## config.mk

```make
export PLATFORM = sky130hd
export DESIGN_NAME = fpr_ctrl
export DESIGN_NICKNAME = d
export VERILOG_FILES = /design/src/hw/rtl/fpr_pkg.sv /design/src/hw/rtl/fpr_ctrl.sv
export SDC_FILE = /design/constraint.sdc
export NUM_CORES = 1
export LEC_CHECK = 0
export BUFFER_PORTS_ARGS = -buffer_cell sky130_fd_sc_hd__buf_2
export CORE_MARGIN = 2
export CORE_UTILIZATION = 38
export CTS_BUF_LIST = sky130_fd_sc_hd__clkbuf_16
export DETAILED_ROUTE_END_ITERATION = 7
export GPL_ROUTABILITY_DRIVEN = 0
export SYNTH_ARGS = -nofsm -noshare
export SYNTH_HDL_FRONTEND = slang
export SYNTH_SLANG_ARGS = --single-unit
```

## constraint.sdc

```tcl
create_clock -name clk -period 2.1 [get_ports clk]
set_clock_uncertainty 0.05 [all_clocks]
set_input_delay 0.315 -clock clk [delete_from_list [all_inputs] [get_ports clk]]
set_output_delay 0.315 -clock clk [all_outputs]
set_load 0.01 [all_outputs]
```

## src/hw/rtl/fpr_pkg.sv

```systemverilog
// Shared types, constants and helpers for the false-position root finder.
`timescale 1ns / 1ps
package fpr_pkg;

  localparam int S_DATA_W = 40;
  localparam int M_DATA_W = 224;

  localparam logic signed [31:0] Q_ONE = 32'sh0001_0000;

  // configuration register indexes
  localparam logic [1:0] REG_LOWER = 2'd0;
  localparam logic [1:0] REG_UPPER = 2'd1;
  localparam logic [1:0] REG_STEPS = 2'd2;
  localparam logic [1:0] REG_ERRLIM = 2'd3;

  // result status codes
  localparam logic [2:0] ST_RUN = 3'd0;
  localparam logic [2:0] ST_ZERO = 3'd1;
  localparam logic [2:0] ST_CONV = 3'd2;
  localparam logic [2:0] ST_STEPS = 3'd3;
  localparam logic [2:0] ST_DIVZ = 3'd4;

  typedef enum logic [3:0] {
    OP_NONE,
    OP_START,
    OP_POLY_LO,
    OP_POLY_HI,
    OP_POLY_R,
    OP_MUL_Q,
    OP_DIV_Q,
    OP_SET_XR,
    OP_MUL_ERR,
    OP_DIV_ERR,
    OP_EMIT,
    OP_CLEAR
  } op_t;

  typedef struct packed {
    op_t  op;
    logic store;
  } dp_cmd_t;

  typedef struct packed {
    logic poly_done;
    logic div_done;
    logic den_zero;
    logic xr_zero;
    logic out_full;
    logic run_end;
  } dp_status_t;

  function automatic logic signed [31:0] sat32(input logic signed [63:0] v);
    if (v > 64'sd2147483647) begin
      return 32'sh7fff_ffff;
    end else if (v < -64'sd2147483648) begin
      return 32'sh8000_0000;
    end else begin
      return v[31:0];
    end
  endfunction

endpackage

```

## src/hw/rtl/fpr_ctrl.sv

```systemverilog
// Controller: sequences term loading and the iteration steps of each run.
`timescale 1ns / 1ps
module fpr_ctrl (
  input  logic                clk,
  input  logic                rst,
  input  logic                s_tvalid,
  input  logic                s_tlast,
  output logic                s_tready,
  input  fpr_pkg::dp_status_t stat,
  output fpr_pkg::dp_cmd_t    cmd
);
  import fpr_pkg::*;

  typedef enum logic [4:0] {
    C_IDLE, C_START, C_FLO, C_FLO_W, C_FHI, C_FHI_W, C_CHECK, C_MULQ, C_DIVQ,
    C_DIVQ_W, C_XR, C_FR, C_FR_W, C_MULE, C_DIVE, C_DIVE_W, C_EMIT, C_NEXT
  } cstate_t;

  cstate_t state;

  assign s_tready  = (state == C_IDLE);

  always_comb begin
    cmd.store = (state == C_IDLE) && s_tvalid;
    unique case (state)
      C_START: cmd.op = OP_START;
      C_FLO:   cmd.op = OP_POLY_LO;
      C_FHI:   cmd.op = OP_POLY_HI;
      C_MULQ:  cmd.op = OP_MUL_Q;
      C_DIVQ:  cmd.op = OP_DIV_Q;
      C_XR:    cmd.op = OP_SET_XR;
      C_FR:    cmd.op = OP_POLY_R;
      C_MULE:  cmd.op = OP_MUL_ERR;
      C_DIVE:  cmd.op = OP_DIV_ERR;
      C_EMIT:  cmd.op = stat.out_full ? OP_NONE : OP_EMIT;
      C_NEXT:  cmd.op = stat.run_end ? OP_CLEAR : OP_NONE;
      default: cmd.op = OP_NONE;
    endcase
  end

  always_ff @(posedge clk) begin
    if (rst) begin
      state <= C_IDLE;
    end else begin
      unique case (state)
        C_IDLE:   if (s_tvalid && s_tlast) state <= C_START;
        C_START:  state <= C_FLO;
        C_FLO:    state <= C_FLO_W;
        C_FLO_W:  if (stat.poly_done) state <= C_FHI;
        C_FHI:    state <= C_FHI_W;
        C_FHI_W:  if (stat.poly_done) state <= C_CHECK;
        C_CHECK:  state <= stat.den_zero ? C_EMIT : C_MULQ;
        C_MULQ:   state <= C_DIVQ;
        C_DIVQ:   state <= C_DIVQ_W;
        C_DIVQ_W: if (stat.div_done) state <= C_XR;
        C_XR:     state <= C_FR;
        C_FR:     state <= C_FR_W;
        C_FR_W:   if (stat.poly_done) state <= stat.xr_zero ? C_EMIT : C_MULE;
        C_MULE:   state <= C_DIVE;
        C_DIVE:   state <= C_DIVE_W;
        C_DIVE_W: if (stat.div_done) state <= C_EMIT;
        C_EMIT:   if (!stat.out_full) state <= C_NEXT;
        C_NEXT:   state <= stat.run_end ? C_IDLE : C_FLO;
        default:  state <= C_IDLE;
      endcase
    end
  end

endmodule

```

==> metrics.md <==
| Metric | Value |
|---|---|
| Status | finished, final reports clean |
| GRT overflow | 0 |
| Final Max Tran Viols | 0 |
| Largest Register | state |
| Asr flop ratio synth | 0% |
| P&R area growth vs syn | 24.91% |
| Initial antenna violation count | 0 |
| CTS Buffer Depth | 2 |
| Hold Fails Final Rpt | 0 |
| Via density | 5.797 |
| Crit Path Class | reg -> out |
| Worst path max stage delay | 560 ps |
| # rows | 15 |
| Post CTS Setup Buffer Count | 0 |
| Delay-heaviest family, CP | flip-flops |
| Initial Util | 40.43% |
| Tmin final | 2000 ps |
| Post-route insts no fill | 138 |
| Number of enable flip-flop cells after synthesis | 0 |
| Vias in the first global route | 721 |
| Levels on crit path | 5 |
| TritonCTS Buffers | 3 |
| Share of cells above drive strength 1 | 27.43% |
| Register area | 101.3 µm² |
| Fillers | 181 |
| Fmax | 499.9 MHz |
| Synth top area share | 14.34% |
| Dpl cells | 134 |
| Worst Path Max Fanout | 13 |
| CP max-delay cell | dfxtp_1 |
| Post-CTS Resized | 0 |
| Worst EP required | 1740 ps |
| Cell taking the most area after synthesis | dfxtp_1 |
| Worst path buffer plus inverter count | 1 |
| Total GRT Usage | 19.17% |
| Layout Nets | 124 |
| CTS tree | done |
| Hold Path Depth | 2 |
| Core area | 1727 µm² |
| Seq cells post-synth | 5 |
| Commonest cells in the netlist | nor2_1 (10), o21ai_0 (7), nand2_1 (6), nand3_1 (6) |
| Clk root buf | clkbuf_16 |
| Setup crit end kind | output port |
| Min Hold Slack | 298.8 ps |
| # port buffers | 15 |
| Finish-stage setup viols | 0 |
| Most frequent cell after synthesis | nor2_1 |
| Full die area | 2196 µm² |
| Post-route ant nets | 0 |
| Drt initial violations | 36 |
| Post-Route WL | 1.803 mm |
| Syn avg cell area | 7.052 µm² |
| Die height | 46.87 µm |
| Setup TNS | 0 ps |
| Clk slew on worst S/H paths | 30 ps |
| HPWL Detailed | 1.372 mm |
| RSZ-0062 raised after global routing | false |
| Ant diodes | 0 |
| Area of the multi-input gates | 540.5 µm² |
| Max-cap violations | 0 |
| Max FFs per register | 5 |
| Top flop regs | state: 5 flops |
| CP cell instances | xnor2_1 > mux2i_1 > o21a_1 > o21ai_0 > buf_2 |
| Post-synthesis cell count | 99 |
| Slew @ Worst Pin | 438.1 ps |
| Total number of vias | 800 |
| DR WL/cell | 13.07 µm |
| Worst r2r path cells | 5 |
| Prevailing post-synth register cell | dfxtp_1 |
| Sequential fraction of the synthesis area | 14.34% |
| Top post-synthesis cells by area | dfxtp_1 (14%), nor2_1 (5.4%), o21ai_0 (5.0%), nand3_1 (4.3%), a21oi_1 (3.6%) |
| DIE WIDTH | 46.87 µm |
| First-pass GRT wire length | 3.111 mm |
| I/O pins | 16 |
| Detailed Routing Iterations Pass 1 | 4 |
| Ratio of final minimum period to clock period | 95.26% |
| Slew margin rel. | 70.04% |
| CTS Sinks | 5 |
| Synth Cell Area | 698.2 µm² |
| Peak VDD IR | 603.0 µV |
| Worst min path class | in -> reg |
| DRC viols | 0 |
| CTS Hold Buffers Added | 0 |
| Worst Path Arrival | 1640 ps |
| Lkg Pwr | 0.3362 nW |
| CP Launch Type | register |
| Syn_nets | 109 |
| Clk Latency, worst-skew pair | 230 ps |
| Max H-tree Level | 1 |
| Largest net degree at the start of global routing | 19 |
| PwrDens | 1095 nW/µm² |
| Netlist cell types | 43 |
| Yosys warning count | 0 |
-- worst paths after layout --
path	start	endpoint	slack, ps
max	state[1]	cmd[1]	100
min	rst	state[1]	300
max reg2reg	state[1]	state[1]	370
min reg2reg	state[3]	state[3]	560
-- through the flow --
stage	area [µm²]	utilization [%]	power (mW)	setup WS (ps)
floorplan	698.2	-	0.5188	350.7
global placement	792.0	45.87	0.6522	327.1
detailed placement	792.0	45.87	0.6467	353.0
CTS	870.8	50.43	0.9573	107.1
global route	872.1	50.51	1.034	2.204
finish	872.1	50.51	0.9547	99.53
-- area by class of cell --
type / instances / share of cell area, %
repair buffers: 20 / 12.91
well taps: 25 / 3.587
inverters: 2 / 0.8608
flip-flops and latches: 5 / 11.62
clock buffers: 3 / 8.608
multi-input cells: 82 / 61.98
clock inverters: 1 / 0.4304
-- cell families after synthesis --
family | synth area share (%)
flip-flops | 14.34
buffers and inverters | 8.244
XOR/XNOR | 1.255
AO/OA/AOI/OAI | 34.77
multiplexers | 2.867
AND/OR/NAND/NOR | 38.53
-- cell usage in the layout, fill, tap and decap left out, types with 2 or more instances in the layout --
| master | instances |
|---|---|
| a31oi_1 | 4 |
| nor2_1 | 10 |
| a32oi_1 | 2 |
| mux2i_1 | 2 |
| a21boi_0 | 2 |
| buf_2 | 15 |
| clkbuf_16 | 3 |
| nand2b_1 | 4 |
| inv_1 | 3 |
| nor2b_1 | 3 |
| dfxtp_1 | 4 |
| o21ai_0 | 7 |
| a21oi_1 | 5 |
| nor3b_1 | 2 |
| nand3_1 | 6 |
| nand4b_1 | 2 |
| and2_1 | 2 |
| buf_4 | 5 |
| nand2_1 | 6 |
| o21a_1 | 2 |
-- where the power goes --
group | switching, mW | internal, mW
clock | 0.0591 | 0.246
sequential | 0.0533 | 0.116
combinational | 0.258 | 0.223
-- layer usage --
layer	vias to the layer above	track usage, %	part of all wire [%]
met5	-	0	0
met4	0	3.889	0
li1	403	-	-
met2	25	32.05	49
met3	0	5.000	4.2
met1	372	24.94	47
(Power assumes the default switching activity.)
